$ cat config.mk
export PLATFORM = sky130hd
export DESIGN_NAME = ascii_unsigned_integer_parser_flat
export DESIGN_NICKNAME = d
export VERILOG_FILES = /design/src/hw/rtl/aup_pkg.sv /design/src/hw/rtl/aup_if.sv /design/src/hw/rtl/ascii_unsigned_integer_parser.sv /design/src/hw/rtl/aup_front.sv /design/src/hw/rtl/aup_queue.sv /design/src/hw/rtl/aup_back.sv /design/src/flat_wrapper.sv
export SDC_FILE = /design/constraint.sdc
export NUM_CORES = 1
export LEC_CHECK = 0
export CORE_ASPECT_RATIO = 1.25
export CORE_MARGIN = 10
export CORE_UTILIZATION = 65
export DETAILED_ROUTE_END_ITERATION = 8
export DONT_BUFFER_PORTS = 1
export PLACE_DENSITY = 0.81
export SLEW_MARGIN = 30
export SYNTH_ARGS = -nofsm -noshare
export SYNTH_HDL_FRONTEND = slang
export SYNTH_SLANG_ARGS = --single-unit
$ cat constraint.sdc
create_clock -name clk -period 9.2 [get_ports clk]
set_clock_uncertainty 0.15 [all_clocks]
set_input_delay 1.84 -clock clk [delete_from_list [all_inputs] [get_ports clk]]
set_output_delay 1.84 -clock clk [all_outputs]
set_load 0.05 [all_outputs]
$ cat src/hw/rtl/aup_pkg.sv
// Shared types and character constants for the ASCII unsigned integer parser.
`timescale 1ns / 1ps
`default_nettype none
package aup_pkg;

	localparam int QUEUE_DEPTH = 2;
	localparam int BASE_BITS   = 6;
	localparam int VALUE_BITS  = 64;
	localparam int CHAR_BITS   = 8;

	localparam logic [CHAR_BITS-1:0] CHAR_NUL   = 8'h00;
	localparam logic [CHAR_BITS-1:0] CHAR_SPACE = 8'h20;
	localparam logic [CHAR_BITS-1:0] CHAR_0     = 8'h30;
	localparam logic [CHAR_BITS-1:0] CHAR_9     = 8'h39;
	localparam logic [CHAR_BITS-1:0] CHAR_UC_A  = 8'h41;
	localparam logic [CHAR_BITS-1:0] CHAR_UC_X  = 8'h58;
	localparam logic [CHAR_BITS-1:0] CHAR_UC_Z  = 8'h5A;
	localparam logic [CHAR_BITS-1:0] CHAR_LC_A  = 8'h61;
	localparam logic [CHAR_BITS-1:0] CHAR_LC_X  = 8'h78;
	localparam logic [CHAR_BITS-1:0] CHAR_LC_Z  = 8'h7A;

	localparam logic [BASE_BITS-1:0] BASE_AUTO = 6'd0;
	localparam logic [BASE_BITS-1:0] BASE_OCT  = 6'd8;
	localparam logic [BASE_BITS-1:0] BASE_DEC  = 6'd10;
	localparam logic [BASE_BITS-1:0] BASE_HEX  = 6'd16;
	localparam logic [BASE_BITS-1:0] DIGIT_ALPHA_OFS = 6'd10;

	typedef struct packed {
		logic                 start;
		logic                 alnum;
		logic [BASE_BITS-1:0] digit;
		logic                 space;
		logic                 zero;
		logic                 hex_x;
	} entry_t;

endpackage
`default_nettype wire

$ cat src/hw/rtl/aup_if.sv
// Valid/ready channel interfaces for parser items and results.
`timescale 1ns / 1ps
`default_nettype none
interface aup_char_if;
	logic       valid;
	logic       ready;
	logic       string_start;
	logic [7:0] char_code;

	modport source (output valid, output string_start, output char_code, input ready);
	modport sink (input valid, input string_start, input char_code, output ready);
endinterface

interface aup_result_if #(
	parameter int OFFSET_BITS = 16
);
	logic                   valid;
	logic                   ready;
	logic [63:0]            parsed_value;
	logic [OFFSET_BITS-1:0] stop_offset;

	modport source (output valid, output parsed_value, output stop_offset, input ready);
	modport sink (input valid, input parsed_value, input stop_offset, output ready);
endinterface
`default_nettype wire

$ cat src/hw/rtl/ascii_unsigned_integer_parser.sv
// ASCII unsigned integer parser: character items in, at most one result per string out.
// A result is registered when its stopping item is popped from the queue.
// One item per cycle unless the output stalls; the 64x6 multiply-add is combinational.
// A two-entry queue lets the front keep accepting while a result waits on the output.
// Reset: parse idle, base register 0, queue and result register empty.
`timescale 1ns / 1ps
`default_nettype none
module ascii_unsigned_integer_parser #(
	parameter int OFFSET_BITS = 16
) (
	input  wire logic                          clk,
	input  wire logic                          arst_n,
	input  wire logic                          cfg_we,
	input  wire logic [aup_pkg::BASE_BITS-1:0] cfg_wdata,
	aup_char_if.sink                           char_item,
	aup_result_if.source                       result_item
);
	import aup_pkg::*;

	logic [BASE_BITS-1:0] base_cfg_q;
	logic                 q_push;
	logic                 q_not_full;
	logic                 q_pop;
	logic                 q_not_empty;
	entry_t               q_entry;
	entry_t               q_head;

	always_ff @(posedge clk or negedge arst_n) begin
		if (!arst_n) begin
			base_cfg_q <= BASE_AUTO;
		end else if (cfg_we) begin
			base_cfg_q <= cfg_wdata;
		end
	end

	aup_front u_front (
		.char_item (char_item),
		.q_ready   (q_not_full),
		.q_push    (q_push),
		.q_entry   (q_entry)
	);

	aup_queue u_queue (
		.clk        (clk),
		.arst_n     (arst_n),
		.push       (q_push),
		.push_entry (q_entry),
		.not_full   (q_not_full),
		.pop        (q_pop),
		.not_empty  (q_not_empty),
		.head       (q_head)
	);

	aup_back #(
		.OFFSET_BITS (OFFSET_BITS)
	) u_back (
		.clk         (clk),
		.arst_n      (arst_n),
		.cfg_base    (base_cfg_q),
		.q_valid     (q_not_empty),
		.q_head      (q_head),
		.q_pop       (q_pop),
		.result_item (result_item)
	);
endmodule
`default_nettype wire

$ cat src/hw/rtl/aup_front.sv
// Front end: accept character items and classify them for the back end.
`timescale 1ns / 1ps
`default_nettype none
module aup_front (
	aup_char_if.sink        char_item,
	input  wire logic       q_ready,
	output logic            q_push,
	output aup_pkg::entry_t q_entry
);
	import aup_pkg::*;

	logic [CHAR_BITS-1:0] c;
	logic                 is_num;
	logic                 is_upper;
	logic                 is_lower;

	assign c        = char_item.char_code;
	assign is_num   = (c >= CHAR_0) && (c <= CHAR_9);
	assign is_upper = (c >= CHAR_UC_A) && (c <= CHAR_UC_Z);
	assign is_lower = (c >= CHAR_LC_A) && (c <= CHAR_LC_Z);

	assign char_item.ready = q_ready;
	assign q_push          = char_item.valid && q_ready;

	always_comb begin
		q_entry.start = char_item.string_start;
		q_entry.alnum = is_num || is_upper || is_lower;
		q_entry.space = (c == CHAR_SPACE);
		q_entry.zero  = (c == CHAR_0);
		q_entry.hex_x = (c == CHAR_LC_X) || (c == CHAR_UC_X);
		if (is_num) begin
			q_entry.digit = BASE_BITS'(c - CHAR_0);
		end else if (is_upper) begin
			q_entry.digit = BASE_BITS'(c - CHAR_UC_A) + DIGIT_ALPHA_OFS;
		end else if (is_lower) begin
			q_entry.digit = BASE_BITS'(c - CHAR_LC_A) + DIGIT_ALPHA_OFS;
		end else begin
			q_entry.digit = '0;
		end
	end
endmodule
`default_nettype wire

$ cat src/hw/rtl/aup_queue.sv
// Short FIFO of classified items between the front and back ends.
`timescale 1ns / 1ps
`default_nettype none
module aup_queue (
	input  wire logic            clk,
	input  wire logic            arst_n,
	input  wire logic            push,
	input  aup_pkg::entry_t      push_entry,
	output logic                 not_full,
	input  wire logic            pop,
	output logic                 not_empty,
	output aup_pkg::entry_t      head
);
	import aup_pkg::*;

	localparam int PTR_BITS = (QUEUE_DEPTH > 1) ? $clog2(QUEUE_DEPTH) : 1;
	localparam int CNT_BITS = $clog2(QUEUE_DEPTH + 1);
	localparam logic [CNT_BITS-1:0] CNT_FULL = CNT_BITS'(QUEUE_DEPTH);
	localparam logic [PTR_BITS-1:0] PTR_LAST = PTR_BITS'(QUEUE_DEPTH - 1);

	entry_t              mem_q [QUEUE_DEPTH];
	logic [PTR_BITS-1:0] wr_ptr_q;
	logic [PTR_BITS-1:0] rd_ptr_q;
	logic [CNT_BITS-1:0] count_q;

	assign not_full  = (count_q != CNT_FULL);
	assign not_empty = (count_q != '0);
	assign head      = mem_q[rd_ptr_q];

	always_ff @(posedge clk) begin
		if (push) begin
			mem_q[wr_ptr_q] <= push_entry;
		end
	end

	always_ff @(posedge clk or negedge arst_n) begin
		if (!arst_n) begin
			wr_ptr_q <= '0;
			rd_ptr_q <= '0;
			count_q  <= '0;
		end else begin
			if (push) begin
				wr_ptr_q <= (wr_ptr_q == PTR_LAST) ? '0 : wr_ptr_q + 1'b1;
			end
			if (pop) begin
				rd_ptr_q <= (rd_ptr_q == PTR_LAST) ? '0 : rd_ptr_q + 1'b1;
			end
			if (push && !pop) begin
				count_q <= count_q + 1'b1;
			end else if (pop && !push) begin
				count_q <= count_q - 1'b1;
			end
		end
	end
endmodule
`default_nettype wire

$ cat src/hw/rtl/aup_back.sv
// Back end: parse state, multiply-accumulate and the result register.
`timescale 1ns / 1ps
`default_nettype none
module aup_back #(
	parameter int OFFSET_BITS = 16
) (
	input  wire logic                          clk,
	input  wire logic                          arst_n,
	input  wire logic [aup_pkg::BASE_BITS-1:0] cfg_base,
	input  wire logic                          q_valid,
	input  aup_pkg::entry_t                    q_head,
	output logic                               q_pop,
	aup_result_if.source                       result_item
);
	import aup_pkg::*;

	localparam logic [1:0] PH_IDLE   = 2'd0;
	localparam logic [1:0] PH_LEAD   = 2'd1;
	localparam logic [1:0] PH_ZERO   = 2'd2;
	localparam logic [1:0] PH_DIGITS = 2'd3;

	logic [1:0]                      phase_q;
	logic [BASE_BITS-1:0]            base_q;
	logic [VALUE_BITS-1:0]           value_q;
	logic [OFFSET_BITS-1:0]          pos_q;
	logic                            out_valid_q;
	logic [VALUE_BITS-1:0]           out_value_q;
	logic [OFFSET_BITS-1:0]          out_pos_q;

	logic [1:0]                      ph_e;
	logic [1:0]                      ph_n;
	logic [BASE_BITS-1:0]            b;
	logic [VALUE_BITS-1:0]           v;
	logic [OFFSET_BITS-1:0]          p;
	logic                            digits_now;
	logic                            acc;
	logic                            adv;
	logic                            emit;
	logic [VALUE_BITS+BASE_BITS-1:0] prod;
	logic [VALUE_BITS-1:0]           v_n;
	logic [OFFSET_BITS-1:0]          p_n;

	assign q_pop = q_valid && (!out_valid_q || result_item.ready);

	always_comb begin
		ph_e = phase_q;
		b    = base_q;
		v    = value_q;
		p    = pos_q;
		if (q_head.start) begin
			ph_e = PH_LEAD;
			b    = cfg_base;
			v    = '0;
			p    = '0;
		end
		ph_n       = ph_e;
		digits_now = 1'b0;
		acc        = 1'b0;
		adv        = 1'b0;
		emit       = 1'b0;
		case (ph_e)
			PH_LEAD: begin
				if (q_head.space) begin
					adv = 1'b1;
				end else if (b == BASE_AUTO) begin
					if (q_head.zero) begin
						ph_n = PH_ZERO;
						adv  = 1'b1;
					end else begin
						b          = BASE_DEC;
						digits_now = 1'b1;
					end
				end else begin
					digits_now = 1'b1;
				end
			end
			PH_ZERO: begin
				if (q_head.hex_x) begin
					b    = BASE_HEX;
					ph_n = PH_DIGITS;
					adv  = 1'b1;
				end else begin
					b          = BASE_OCT;
					digits_now = 1'b1;
				end
			end
			PH_DIGITS: begin
				digits_now = 1'b1;
			end
			default: begin
			end
		endcase
		if (digits_now) begin
			if (q_head.alnum && (q_head.digit < b)) begin
				acc  = 1'b1;
				adv  = 1'b1;
				ph_n = PH_DIGITS;
			end else begin
				emit = 1'b1;
				ph_n = PH_IDLE;
			end
		end
		prod = v * b;
		v_n  = acc ? (prod[VALUE_BITS-1:0] + VALUE_BITS'(q_head.digit)) : v;
		p_n  = (adv && (p != '1)) ? p + 1'b1 : p;
	end

	always_ff @(posedge clk or negedge arst_n) begin
		if (!arst_n) begin
			phase_q     <= PH_IDLE;
			base_q      <= '0;
			value_q     <= '0;
			pos_q       <= '0;
			out_valid_q <= 1'b0;
		end else begin
			if (q_pop) begin
				phase_q <= ph_n;
				base_q  <= b;
				value_q <= v_n;
				pos_q   <= p_n;
			end
			if (q_pop && emit) begin
				out_valid_q <= 1'b1;
			end else if (result_item.ready) begin
				out_valid_q <= 1'b0;
			end
		end
	end

	always_ff @(posedge clk) begin
		if (q_pop && emit) begin
			out_value_q <= v;
			out_pos_q   <= p;
		end
	end

	assign result_item.valid        = out_valid_q;
	assign result_item.parsed_value = out_value_q;
	assign result_item.stop_offset  = out_pos_q;
endmodule
`default_nettype wire

$ cat src/flat_wrapper.sv
// flat-port wrapper written by rule: the top's interface ports become plain ports
module ascii_unsigned_integer_parser_flat import aup_pkg::*;
#(
	parameter int OFFSET_BITS = 16
)
  (clk, arst_n, cfg_we, cfg_wdata, char_item_valid, char_item_string_start, char_item_char_code, char_item_ready, result_item_valid, result_item_parsed_value, result_item_stop_offset, result_item_ready);
  aup_char_if char_item_i ();
  aup_result_if #(.OFFSET_BITS(OFFSET_BITS)) result_item_i ();
  input  wire logic clk;
  input  wire logic arst_n;
  input  wire logic cfg_we;
  input  wire logic [aup_pkg::BASE_BITS-1:0] cfg_wdata;
  input wire logic [$bits(char_item_i.valid)-1:0] char_item_valid;
  input wire logic [$bits(char_item_i.string_start)-1:0] char_item_string_start;
  input wire logic [$bits(char_item_i.char_code)-1:0] char_item_char_code;
  output wire logic [$bits(char_item_i.ready)-1:0] char_item_ready;
  output wire logic [$bits(result_item_i.valid)-1:0] result_item_valid;
  output wire logic [$bits(result_item_i.parsed_value)-1:0] result_item_parsed_value;
  output wire logic [$bits(result_item_i.stop_offset)-1:0] result_item_stop_offset;
  input wire logic [$bits(result_item_i.ready)-1:0] result_item_ready;
  assign char_item_i.valid = char_item_valid;
  assign char_item_i.string_start = char_item_string_start;
  assign char_item_i.char_code = char_item_char_code;
  assign char_item_ready = char_item_i.ready;
  assign result_item_valid = result_item_i.valid;
  assign result_item_parsed_value = result_item_i.parsed_value;
  assign result_item_stop_offset = result_item_i.stop_offset;
  assign result_item_i.ready = result_item_ready;
  ascii_unsigned_integer_parser #(.OFFSET_BITS(OFFSET_BITS)) u_core (.clk(clk), .arst_n(arst_n), .cfg_we(cfg_we), .cfg_wdata(cfg_wdata), .char_item(char_item_i), .result_item(result_item_i));
endmodule
==> implementation parameters <==
Parameter                              Value

Run status
  Result of the run    complete, no violations

STA
  Final critical-path share of the clock period    91.3%
  F_max    119 MHz
  Final-report setup violation count    0
  Normalized max-slew margin    46.8%
  Final Worst Setup Slack    0.796 ns
  Minimum clock period    8.40 ns
  Actual slew at the worst max-slew pin    0.797 ns
  Pins over their slew limit    0
  Final hold violations    0
  Setup repair after global routing missed its margin    no
  Setup TNS Final    0 ns

Yosys
  Xor/xnor share of the synthesized area    3.82%
  Count of state elements after synthesis    201
  Number of flops mapped to enable cells by yosys    102
  Top-area cell type share of the netlist area    24.4%
  Total number of yosys warnings    0
  Synthesized-area fraction occupied by adder cells    33.8%
  Async set-or-reset flop fraction in the synthesized netlist    49.3%
  Synth Area per Inst    9.52 sq um
  Multiplexer share of the synthesized area    1.36%
  Main combinational cell family by area after synthesis    adder cells
  Gate count after technology mapping    2,070
  Library cell occupying the most area in the post-synthesis netlist    sky130_fd_sc_hd__fa_1
  Count leader, synth    sky130_fd_sc_hd__nor2_1
  Post-synthesis cell area    0.0197 sq mm
  Leading register cell type out of synthesis    sky130_fd_sc_hd__edfxtp_1
  Share of the synthesized area in compound gates (AO/OA/AOI/OAI)    11.3%
  Post-Synth Simple-Gate Area    16.5%
  Count of different cell masters after synthesis    86
  Most numerous cell types in the synthesized netlist    sky130_fd_sc_hd__nor2_1 (387), sky130_fd_sc_hd__nand2_1 (249), sky130_fd_sc_hd__fa_1 (240)
  Synthesized netlist net count    2,478
  Leading cell types by total area after synthesis    sky130_fd_sc_hd__fa_1 (24%), sky130_fd_sc_hd__edfxtp_1 (16%), sky130_fd_sc_hd__dfrtp_1 (13%)
  Share of synthesized area occupied by flip-flops and latches    28.1%

Clock tree
  Clock latency on the worst-skew pair    0.54 ns
  Total number of H-tree levels    1
  Clock transition at the registers of the reported paths    0.06 ns
  Total setup buffers inserted after CTS    0
  Clock tree from TritonCTS    yes
  Buffer cell driving the clock tree root    sky130_fd_sc_hd__clkbuf_16
  Post-CTS Resized    0
  Number of hold buffers added after cts    0
  Clock Sink Count    201
  Number of buffers inserted during clock tree synthesis    22
  Maximum number of buffers from clock root to sink    3

Final layout
  # nets final    2,414
  Final Util    68.8%
  Ratio of cells with drive above 1 in the final layout    4.65%
  Signed area change from the synthesized netlist to the final layout    4.78%
  Number of fill cells in the layout    2,306
  Antenna cells    0

Floorplanning
  Die outline height    215 um
  Standard-cell rows    71
  Top-level I/O count    102
  Starting density of the core    65.6%
  Width of the die    176 um
  Area of the die    0.0377 sq mm
  Total core area    0.0300 sq mm

Run
  Max capacitance violation total    0

Worst setup path
  Nature of the critical path endpoint    register
  Worst r2r dst    u_core.u_back.value_q[61]$_DFFE_PN0P_
  Required time reported for the critical path endpoint    9.47 ns
  Worst-path fanout max    30
  Startpoint kind of the worst setup timing path    register
  Critical path type    reg2reg
  Setup slack on the worst flop-to-flop path    0.80 ns
  Crit path DAT    8.67 ns
  Cell depth of the worst flop-to-flop path    25
  R2R Path Start    u_core.u_queue.rd_ptr_q$_DFFE_PN0P_

Detailed routing
  Post-route ant nets    0
  Wirelength per Cell    20.3 um
  DR vias/cell    6.24
  Number of iterations in the first detailed-routing pass    6
  Number of design rule violations left after detail routing    0
  Via Count    15.1k
  First DRT Iteration DRCs    1,258
  Total wire length    49.1 mm

Power
  Switching power as a share of total power    49.2%
  Net switching power    1.98 mW
  Overall power after layout    4.02 mW
  Clk network pwr share    22.4%
  Power per Cell Area    195 mW/mm^2
  Worst voltage drop across the vdd grid    0.000335 V
  Sequential Power Share    44.0%
  Static leakage    10.3 nW
  Total internal power    2.04 mW
  Combinational share of power    33.6%

GRT
  Total Routing Usage GR    26.6%
  Final global-route overflow total    0
  Antenna violations before repair    0
  Pin count of the biggest net entering global routing    100
  Global-route wire length before repair    83.0 mm
  Number of global-route vias before repair    16.2k

Place
  Placement Setup Slack    0.939 ns
  Post-detailed-placement half-perimeter wirelength    35.7 mm
  Final RePlAce weighted congestion    0.914
  Number of buffers inserted by port buffering    0

Hold path
  Min-delay worst type    reg2reg
  Worst min-delay path endpoint    u_core.u_back.value_q[55]$_DFFE_PN0P_
  Min-Delay Path Depth    2
  Hold Path Origin    u_core.u_back.value_q[55]$_DFFE_PN0P_
## final cells by class
cell class                      count  area, sq um  area share, %
Clock buffer                       25          583           2.82
Clock inverter                     15          134          0.648
Inverter                          147          553           2.68
Multi-Input combinational cell   1618        13200           63.9
Sequential cell                   201         5540           26.8
Tap cell                          401          502           2.43
Timing Repair Buffer               16          140          0.679
## registers in the layout, indices dropped and copies added, names as in the netlist, 2 cells and up
| signal | cells |
|---|---|
| u_core.u_back.value_q | 64 |
| u_core.u_back.base_q | 6 |
| u_core.base_cfg_q | 6 |
| u_core.u_back.result_item.parsed_value | 64 |
| u_core.u_back.pos_q | 16 |
| u_core.u_back.phase_q | 2 |
| u_core.u_back.result_item.stop_offset | 16 |
| u_core.u_queue.mem_q | 22 |
| u_core.u_queue.count_q | 2 |
## kinds of logic (layout without fill, tap and decap cells)
family | count (synthesis) | in the layout
DFF | 201 | 201
adders and majority gates | 388 | 388
muxes | 24 | 24
xor gates and xnor gates | 86 | 86
AOI/OAI and AO/OA | 347 | 347
buffers and inverters | 251 | 203
and+or+nand+nor | 773 | 773
## critical path: stages, from the launching register on
cell,delay (ns)
sky130_fd_sc_hd__dfrtp_1,0.46
sky130_fd_sc_hd__mux2_4,0.40
sky130_fd_sc_hd__nor2_1,0.26
sky130_fd_sc_hd__inv_1,0.11
sky130_fd_sc_hd__ha_1,0.39
sky130_fd_sc_hd__nor2_1,0.58
sky130_fd_sc_hd__o21a_2,0.73
sky130_fd_sc_hd__nand2b_1,0.23
sky130_fd_sc_hd__fa_1,0.46
sky130_fd_sc_hd__fa_1,0.55
sky130_fd_sc_hd__inv_1,0.06
sky130_fd_sc_hd__fa_1,0.53
sky130_fd_sc_hd__inv_1,0.06
sky130_fd_sc_hd__fa_1,0.53
sky130_fd_sc_hd__inv_1,0.04
sky130_fd_sc_hd__ha_1,0.33
sky130_fd_sc_hd__a21o_1,0.17
sky130_fd_sc_hd__a21oi_1,0.09
sky130_fd_sc_hd__a31oi_1,0.25
sky130_fd_sc_hd__o21ai_0,0.18
sky130_fd_sc_hd__o41ai_2,0.66
sky130_fd_sc_hd__a311oi_1,0.19
sky130_fd_sc_hd__o21ai_1,0.27
sky130_fd_sc_hd__a41o_1,0.29
sky130_fd_sc_hd__a21oi_1,0.08
sky130_fd_sc_hd__a211o_1,0.23
## power by group through the flow
| stage | logic, mW | clock network, mW | registers (mW) |
|---|---|---|---|
| global placement | 1.25 | 0 | 1.79 |
| CTS | 1.33 | 0.913 | 1.78 |
| finish | 1.35 | 0.900 | 1.77 |
| global route | 1.46 | 0.945 | 1.79 |
| floorplan | 0.931 | 0 | 1.75 |
| detailed placement | 1.32 | 0 | 1.79 |
## per-layer routing
layer  wire length (um)  up-vias  global-route usage (%)
li1                   -     6740                       -
met1              19200     7577                    33.4
met2              24400      685                    45.1
met3               3920      121                    5.00
met4               1560        0                    9.54
met5                  0        -                       0
## placed cells by master (no fill, tap or decap), types with 15 or more instances in the layout
cell	n
sky130_fd_sc_hd__dfrtp_1	99
sky130_fd_sc_hd__inv_1	143
sky130_fd_sc_hd__xor2_1	30
sky130_fd_sc_hd__nand2_1	249
sky130_fd_sc_hd__buf_4	15
sky130_fd_sc_hd__ha_1	148
sky130_fd_sc_hd__nor2_1	386
sky130_fd_sc_hd__nand2b_1	18
sky130_fd_sc_hd__a21o_1	32
sky130_fd_sc_hd__and2_1	22
sky130_fd_sc_hd__nand3_1	20
sky130_fd_sc_hd__a21oi_1	87
sky130_fd_sc_hd__edfxtp_1	102
sky130_fd_sc_hd__fa_1	240
sky130_fd_sc_hd__clkbuf_16	23
sky130_fd_sc_hd__o21ai_0	107
sky130_fd_sc_hd__xnor2_1	56
sky130_fd_sc_hd__nand4_1	18
## per-stage QoR
step	std cells	hold WS (ns)	cell area, sq um
final	2423	0.326	20600
after CTS	2423	0.329	20600
after global placement	2382	0.305	19900
after detailed placement	2383	0.315	19900
after global routing	2423	0.365	20600
after floorplan	2070	0.289	19700
## worst max-delay path by stage
stage	end	slack [ns]	startpoint	depth (start not counted)
final	u_core.u_back.value_q[61]$_DFFE_PN0P_	0.80	u_core.u_queue.rd_ptr_q$_DFFE_PN0P_	25
after global routing	u_core.u_back.value_q[27]$_DFFE_PN0P_	0.34	u_core.u_queue.rd_ptr_q$_DFFE_PN0P_	25
after CTS	u_core.u_back.value_q[58]$_DFFE_PN0P_	0.88	u_core.u_queue.rd_ptr_q$_DFFE_PN0P_	26
after detailed placement	u_core.u_back.value_q[58]$_DFFE_PN0P_	0.94	u_core.u_queue.rd_ptr_q$_DFFE_PN0P_	26
after global placement	u_core.u_back.value_q[58]$_DFFE_PN0P_	1.21	u_core.u_queue.rd_ptr_q$_DFFE_PN0P_	26
after floorplan	u_core.u_back.value_q[58]$_DFFE_PN0P_	1.31	u_core.u_queue.rd_ptr_q$_DFFE_PN0P_	31
(Power assumes the default switching activity.)
